===== src/rtl/stunbr_pkg.sv =====
package stunbr_pkg;

	localparam logic [31:0] STUN_COOKIE = 32'h2112_A442;
	localparam logic [15:0] CLASS_MASK  = 16'hC000;
	localparam logic [15:0] BIND_REQ    = 16'h0001;
	localparam logic [15:0] BIND_OK     = 16'h0101;
	localparam logic [15:0] XMA_TYPE    = 16'h0020;
	localparam logic [7:0]  XMA_LEN     = 8'd8;
	localparam logic [7:0]  FAMILY_V4   = 8'h01;
	localparam logic [4:0]  HDR_BYTES   = 5'd20;
	localparam logic [4:0]  RESP_LAST   = 5'd31;

	// header byte positions
	localparam logic [4:0] POS_COOKIE = 5'd4;
	localparam logic [4:0] POS_TXN    = 5'd8;

	typedef struct packed {
		logic [95:0] txn;
		logic [15:0] xport;
		logic [31:0] xip;
	} job_t;

	typedef struct packed {
		logic full;
		logic empty;
	} jobq_stat_t;

	function automatic logic [7:0] resp_byte(input job_t job, input logic [4:0] idx);
		logic [4:0] off;
		logic [7:0] b;
		off = 5'd0;
		b = 8'h00;
		unique case (idx) inside
			5'd0:          b = BIND_OK[15:8];
			5'd1:          b = BIND_OK[7:0];
			5'd2:          b = 8'h00;
			5'd3:          b = 8'd4 + XMA_LEN;
			[5'd4:5'd7]: begin
				off = 5'd7 - idx;
				b = 8'(STUN_COOKIE >> {off[1:0], 3'b000});
			end
			[5'd8:5'd19]: begin
				off = 5'd19 - idx;
				b = 8'(job.txn >> {off[3:0], 3'b000});
			end
			5'd20:         b = XMA_TYPE[15:8];
			5'd21:         b = XMA_TYPE[7:0];
			5'd22:         b = 8'h00;
			5'd23:         b = XMA_LEN;
			5'd24:         b = 8'h00;
			5'd25:         b = FAMILY_V4;
			5'd26:         b = job.xport[15:8];
			5'd27:         b = job.xport[7:0];
			[5'd28:5'd31]: begin
				off = 5'd31 - idx;
				b = 8'(job.xip >> {off[1:0], 3'b000});
			end
			default:       b = 8'h00;
		endcase
		return b;
	endfunction

endpackage


===== src/rtl/stun_binding_responder_core.sv =====
// STUN binding responder.
// Input queue side: one datagram byte per word (data_byte, byte_last) with the
// sender address (client_ip, client_port) sampled on the last byte. A word is
// taken when push is high and full is low; bytes go in one per cycle.
// The front captures the 20-byte header and checks it on the last byte; a
// valid binding request becomes a job in a two-entry job queue, anything
// else is dropped without output.
// Result queue side: the back turns each job into 32 response words
// (response_byte, response_last on byte 31); a word is taken when pop is high
// and empty is low. With pop held high the back gives one word per cycle,
// and loads the next job from the queue between responses.
// The job goes through the job queue and job_q before the first word loads.
// full rises while two jobs wait in the queue behind the one the back is
// sending, so a stalled receiver holds off the sender once three responses
// are pending; the next output word is loaded in the cycle the current one
// is taken.
// Reset clears the header capture, the job queue and the output valid flag.
module stun_binding_responder_core import stunbr_pkg::*; (
	input  logic        clk,
	input  logic        arst_n,
	input  logic        push,
	output logic        full,
	input  logic [7:0]  data_byte,
	input  logic        byte_last,
	input  logic [31:0] client_ip,
	input  logic [15:0] client_port,
	output logic        empty,
	input  logic        pop,
	output logic [7:0]  response_byte,
	output logic        response_last
);

	logic       take;
	logic       job_push;
	job_t       rx_job;
	job_t       q_job;
	logic       job_pop;
	jobq_stat_t q_stat;

	assign full = q_stat.full;
	assign take = push && !q_stat.full;

	stunbr_rx u_rx (
		.clk        (clk),
		.arst_n     (arst_n),
		.take       (take),
		.data_byte  (data_byte),
		.byte_last  (byte_last),
		.client_ip  (client_ip),
		.client_port(client_port),
		.job_push   (job_push),
		.job        (rx_job)
	);

	stunbr_jobq u_jobq (
		.clk   (clk),
		.arst_n(arst_n),
		.wr    (job_push),
		.wr_job(rx_job),
		.rd    (job_pop),
		.rd_job(q_job),
		.stat  (q_stat)
	);

	stunbr_tx u_tx (
		.clk          (clk),
		.arst_n       (arst_n),
		.q_stat       (q_stat),
		.q_job        (q_job),
		.q_pop        (job_pop),
		.pop          (pop),
		.empty        (empty),
		.response_byte(response_byte),
		.response_last(response_last)
	);

`ifndef ASSERT_OFF
	a_no_push_full: assert property (@(posedge clk) disable iff (!arst_n)
		job_push |-> !q_stat.full)
		else $error("job pushed into full queue");

	a_no_pop_empty: assert property (@(posedge clk) disable iff (!arst_n)
		job_pop |-> !q_stat.empty)
		else $error("job popped from empty queue");

	a_stat_sane: assert property (@(posedge clk) disable iff (!arst_n)
		!(q_stat.full && q_stat.empty))
		else $error("job queue both full and empty");

	a_full_blocks: assert property (@(posedge clk) disable iff (!arst_n)
		(q_stat.full && !job_pop) |=> q_stat.full)
		else $error("job queue drained without a pop");
`endif

endmodule


===== src/rtl/stunbr_rx.sv =====
module stunbr_rx import stunbr_pkg::*; (
	input  logic        clk,
	input  logic        arst_n,
	input  logic        take,
	input  logic [7:0]  data_byte,
	input  logic        byte_last,
	input  logic [31:0] client_ip,
	input  logic [15:0] client_port,
	output logic        job_push,
	output job_t        job
);

	logic [4:0]  cnt_q, cnt_n;
	logic [15:0] msg_q, msg_n;
	logic [31:0] cookie_q, cookie_n;
	logic [95:0] txn_q, txn_n;
	logic        req_ok;

	always_comb begin
		cnt_n = cnt_q;
		msg_n = msg_q;
		cookie_n = cookie_q;
		txn_n = txn_q;
		if (cnt_q < HDR_BYTES) begin
			cnt_n = cnt_q + 5'd1;
			if (cnt_q < 5'd2)
				msg_n = {msg_q[7:0], data_byte};
			else if (cnt_q >= POS_COOKIE && cnt_q < POS_TXN)
				cookie_n = {cookie_q[23:0], data_byte};
			else if (cnt_q >= POS_TXN)
				txn_n = {txn_q[87:0], data_byte};
		end
	end

	assign req_ok = ((msg_n & CLASS_MASK) == 16'h0000) && (cookie_n == STUN_COOKIE) &&
		(cnt_n >= HDR_BYTES) && (msg_n == BIND_REQ);

	assign job_push  = take && byte_last && req_ok;
	assign job.txn   = txn_n;
	assign job.xport = client_port ^ STUN_COOKIE[31:16];
	assign job.xip   = client_ip ^ STUN_COOKIE;

	always_ff @(posedge clk or negedge arst_n) begin
		if (!arst_n) begin
			cnt_q <= '0;
			msg_q <= '0;
			cookie_q <= '0;
			txn_q <= '0;
		end else if (take) begin
			if (byte_last) begin
				cnt_q <= '0;
				msg_q <= '0;
				cookie_q <= '0;
				txn_q <= '0;
			end else begin
				cnt_q <= cnt_n;
				msg_q <= msg_n;
				cookie_q <= cookie_n;
				txn_q <= txn_n;
			end
		end
	end

endmodule


===== src/rtl/stunbr_jobq.sv =====
module stunbr_jobq import stunbr_pkg::*; (
	input  logic       clk,
	input  logic       arst_n,
	input  logic       wr,
	input  job_t       wr_job,
	input  logic       rd,
	output job_t       rd_job,
	output jobq_stat_t stat
);

	job_t       mem_q [2];
	logic       wptr_q, rptr_q;
	logic [1:0] cnt_q;

	assign stat.full  = (cnt_q == 2'd2);
	assign stat.empty = (cnt_q == 2'd0);
	assign rd_job = mem_q[rptr_q];

	always_ff @(posedge clk) begin
		if (wr)
			mem_q[wptr_q] <= wr_job;
	end

	always_ff @(posedge clk or negedge arst_n) begin
		if (!arst_n) begin
			wptr_q <= 1'b0;
			rptr_q <= 1'b0;
			cnt_q <= '0;
		end else begin
			if (wr)
				wptr_q <= ~wptr_q;
			if (rd)
				rptr_q <= ~rptr_q;
			if (wr && !rd)
				cnt_q <= cnt_q + 2'd1;
			else if (rd && !wr)
				cnt_q <= cnt_q - 2'd1;
		end
	end

endmodule


===== src/rtl/stunbr_tx.sv =====
module stunbr_tx import stunbr_pkg::*; (
	input  logic       clk,
	input  logic       arst_n,
	input  jobq_stat_t q_stat,
	input  job_t       q_job,
	output logic       q_pop,
	input  logic       pop,
	output logic       empty,
	output logic [7:0] response_byte,
	output logic       response_last
);

	logic       busy_q;
	logic [4:0] idx_q;
	job_t       job_q;
	logic       out_v_q;
	logic [7:0] out_byte_q;
	logic       out_last_q;
	logic       adv;

	assign q_pop = !busy_q && !q_stat.empty;
	// output word slot frees when empty or being taken this cycle
	assign adv = busy_q && (!out_v_q || pop);

	assign empty = !out_v_q;
	assign response_byte = out_byte_q;
	assign response_last = out_last_q;

	always_ff @(posedge clk) begin
		if (q_pop)
			job_q <= q_job;
		if (adv) begin
			out_byte_q <= resp_byte(job_q, idx_q);
			out_last_q <= (idx_q == RESP_LAST);
		end
	end

	always_ff @(posedge clk or negedge arst_n) begin
		if (!arst_n) begin
			busy_q <= 1'b0;
			idx_q <= '0;
			out_v_q <= 1'b0;
		end else begin
			if (q_pop) begin
				busy_q <= 1'b1;
				idx_q <= '0;
			end else if (adv) begin
				idx_q <= idx_q + 5'd1;
				if (idx_q == RESP_LAST)
					busy_q <= 1'b0;
			end
			if (adv)
				out_v_q <= 1'b1;
			else if (pop)
				out_v_q <= 1'b0;
		end
	end

endmodule

===== config.mk =====
export PLATFORM = sky130hd
export DESIGN_NAME = stun_binding_responder_core
export DESIGN_NICKNAME = d
export VERILOG_FILES = /design/src/rtl/stunbr_pkg.sv /design/src/rtl/stun_binding_responder_core.sv /design/src/rtl/stunbr_rx.sv /design/src/rtl/stunbr_jobq.sv /design/src/rtl/stunbr_tx.sv
export SDC_FILE = /design/constraint.sdc
export NUM_CORES = 1
export LEC_CHECK = 0
export CORE_ASPECT_RATIO = 2
export CORE_UTILIZATION = 55
export CTS_BUF_LIST = sky130_fd_sc_hd__clkbuf_4 sky130_fd_sc_hd__clkbuf_8 sky130_fd_sc_hd__clkbuf_16
export CTS_CLUSTER_DIAMETER = 40
export DETAILED_ROUTE_END_ITERATION = 10
export DONT_BUFFER_PORTS = 1
export PLACE_DENSITY = 0.73
export SYNTH_ARGS = -nofsm -noshare
export SYNTH_HDL_FRONTEND = slang
export SYNTH_SLANG_ARGS = --single-unit

===== constraint.sdc =====
create_clock -name clk -period 14.9 [get_ports clk]
set_input_delay 2.98 -clock clk [delete_from_list [all_inputs] [get_ports clk]]
set_output_delay 2.98 -clock clk [all_outputs]
set_load 0.02 [all_outputs]

==> metrics.cfg <==
[layout]
final_common_cell=edfxtp_1
drive_above_1_share=0.262
diodes=0
final_cells=2029
area_growth_pct=9.72
layout_common_cells=edfxtp_1, mux2_2, dfrtp_1, a22o_1, nand2_1
finalNetCount=1509

[clock_tree]
cts.clk_slew.worst_paths_ps=70
clk_latency_ps=580
numCtsBuffers=52
cts_tree=done
cts_setup_buffers=0
clockBufferDepth=3
cts_resized=0
clockRootBuffer=clkbuf_16
htreeDepth=2
numClockSinks=601
cts_hold_buf=0

[placed_design]
gp_congestion=0.939
io_buffers=0
hpwl_mm=27.9
dp_slack_ps=8060
dp.cells=1933

[pwr]
p_sw_frac=0.288
clockPowerShare=0.335
power_density_mw_per_mm2=163
p_int_uw=3070
combinationalPowerShare=0.194
seqPwrFrac=0.471
p_leak_uw=0.00957
power.net_switching_uw=1240
peakVddDrop_mv=0.155

[die]
coreArea_mm2=0.0434
start_util=0.557
io_pins=72
rows=108
die_w_um=150
die_h_um=298
dieArea_mm2=0.0448

[global_routing]
grt_use_total=0.217
grt_overflow=0
antenna_found_initial=0
grt_max_degree=161
first_global_vias=13090
grt_pass1_wl_mm=73.7

[synth]
syn_avg_cell_area_um2=16.6
synth-seq-cells=601
syn_area_mm2=0.0241
synth_edf_count=441
postSynthCellCount=1456
synth.distinct_cells=54
synth_fp_nets=1528
ys_async_sr_fraction=0.266
yosysWarnings=0
synth-main-ff-cell=edfxtp_1
yosysSeqAreaShare=0.714

[detailed_routing]
vias=12515
post_drt_wl_per_cell_um=23.4
vias_per_cell=6.17
drt_wl_total_mm=47.5
drc_errors=0
first_iter_violations=760
dr.pass1.iters=5
ant_nets=0

[timing]
fin_ws_ps=8660
finalCritPeriodShare=0.419
max_freq_mhz=160
clock_skew_ps=31.1
slew_headroom=0.222
setup_violations=0
rsz0062_at_grt=false
hold_viol=0
tns_ps=0
min_period_ps=6240
holdWs_ps=508
maxSlewViolCount=0
tightestPinTransition_ps=1170

[setup_path]
endpoint_kind=register
cp.arrival_ps=6410
critical_path_class=input port to register
crit_path_max_fanout=75
crit_required_ps=15070
rrSetupSlack_ps=9980
cp-start-kind=input port

[run]
drv_cap=0

[min_path]
hp-class=register to register

[status]
status=completed

synthesized netlist by cell type, types with 2 or more instances:
| library cell | number | area [um^2] |
|---|---|---|
| and3_1 | 2 | 12.5 |
| mux2_2 | 244 | 2750 |
| nor2_1 | 19 | 71.3 |
| xnor2_1 | 3 | 26.3 |
| nor3b_1 | 2 | 15.0 |
| a31oi_1 | 3 | 18.8 |
| nor3_1 | 12 | 60.1 |
| nand4b_1 | 2 | 17.5 |
| mux2i_1 | 12 | 120 |
| buf_1 | 4 | 15.0 |
| o21ai_0 | 70 | 350 |
| nor4bb_1 | 2 | 20.0 |
| o211ai_1 | 3 | 22.5 |
| mux4_2 | 25 | 563 |
| clkbuf_1 | 65 | 244 |
| a221o_1 | 2 | 20.0 |
| buf_6 | 2 | 22.5 |
| inv_1 | 29 | 109 |
| or4b_2 | 2 | 20.0 |
| nor2b_1 | 4 | 25.0 |
| a22oi_1 | 55 | 413 |
| edfxtp_1 | 441 | 13200 |
| or4_1 | 3 | 22.5 |
| dfrtp_1 | 160 | 4000 |
| ha_1 | 11 | 138 |
| o22ai_1 | 12 | 75.1 |
| nor4b_1 | 4 | 35.0 |
| nand4_1 | 4 | 25.0 |
| nand2_1 | 73 | 274 |
| xor2_1 | 4 | 35.0 |
| o221ai_1 | 2 | 17.5 |
| nor4_1 | 5 | 31.3 |
| nand3_1 | 11 | 55.1 |
| buf_4 | 2 | 15.0 |
| and2_1 | 5 | 31.3 |
| buf_2 | 15 | 75.1 |
| a211oi_1 | 2 | 15.0 |
| a21oi_1 | 21 | 105 |
| nand2b_1 | 6 | 37.5 |
| o21a_1 | 2 | 15.0 |
| a22o_1 | 98 | 858 |
power by group through the flow:
stage	sequential, uW	clock, uW	combinational [uW]
global route	2050	1530	901
global placement	2060	0	825
finish	2040	1450	836
floorplan	2020	0	647
CTS	2030	1470	840
detailed placement	2070	0	837
worst paths after layout:
check | from | to | cells past startpoint
min in group asynchronous | arst_n | u_rx.msg_q[9] | 0
hold reg to reg | u_rx.txn_q[91] | u_rx.txn_q[91] | 1
setup reg to reg | u_rx.cnt_q[3] | u_jobq.mem_q[0][91] | 8
max in group asynchronous | arst_n | u_jobq.rptr_q | 0
hold / removal | u_rx.txn_q[91] | u_rx.txn_q[91] | 1
setup / recovery | data_byte[7] | u_jobq.mem_q[0][91] | 7
worst max-delay path: stages:
cell and delay (ps):
or4b_2 620, o31ai_1 240, nand3_1 160, nor4_4 410, nor2b_4 210, buf_4 750, buf_4 930
cell families after synthesis:
kind of cell | count (synthesis) | synth area share
buf+inv | 117 | 0.0199
compound gates | 279 | 0.0823
fa+ha+maj | 11 | 0.00570
simple gates | 160 | 0.0330
xor+xnor | 7 | 0.00254
mux | 281 | 0.142
flops | 601 | 0.714
metrics by stage:
step | instance area (um^2) | power [uW] | utilization
detailed placement | 24600 | 2900 | 0.568
global route | 26500 | 4480 | 0.611
global placement | 24600 | 2890 | 0.568
floorplan | 24100 | 2660 | -
CTS | 26500 | 4340 | 0.611
finish | 26500 | 4320 | 0.611
routing by layer:
metal | wire length (um) | global-route usage | share of wire | up-vias
li1 | - | - | - | 5629
met1 | 17600 | 0.258 | 0.37 | 6458
met2 | 25900 | 0.389 | 0.55 | 338
met3 | 2280 | 0.0305 | 0.048 | 90
met4 | 1650 | 0.0907 | 0.035 | 0
met5 | 0 | 0 | 0 | -
layout make-up:
| class | count | area [um^2] |
|---|---|---|
| clock buffer | 61 | 1410 |
| clock inverter | 35 | 454 |
| fill | 3046 | 16900 |
| inverter | 29 | 109 |
| multi-input combinational | 738 | 6460 |
| sequential | 601 | 17300 |
| tap | 550 | 688 |
| timing repair buffer | 15 | 113 |
state kept, by name (all words and copies together) (netlist names), 2 cells and up:
register,flops
u_rx.msg_q,16
u_rx.cookie_q,32
u_rx.cnt_q,5
u_rx.txn_q,96
u_jobq.mem_q,288
u_tx.idx_q,5
u_tx.job_q,144
u_tx.response_byte,8
u_jobq.cnt_q,2
Power figures use the tool's default switching activity.
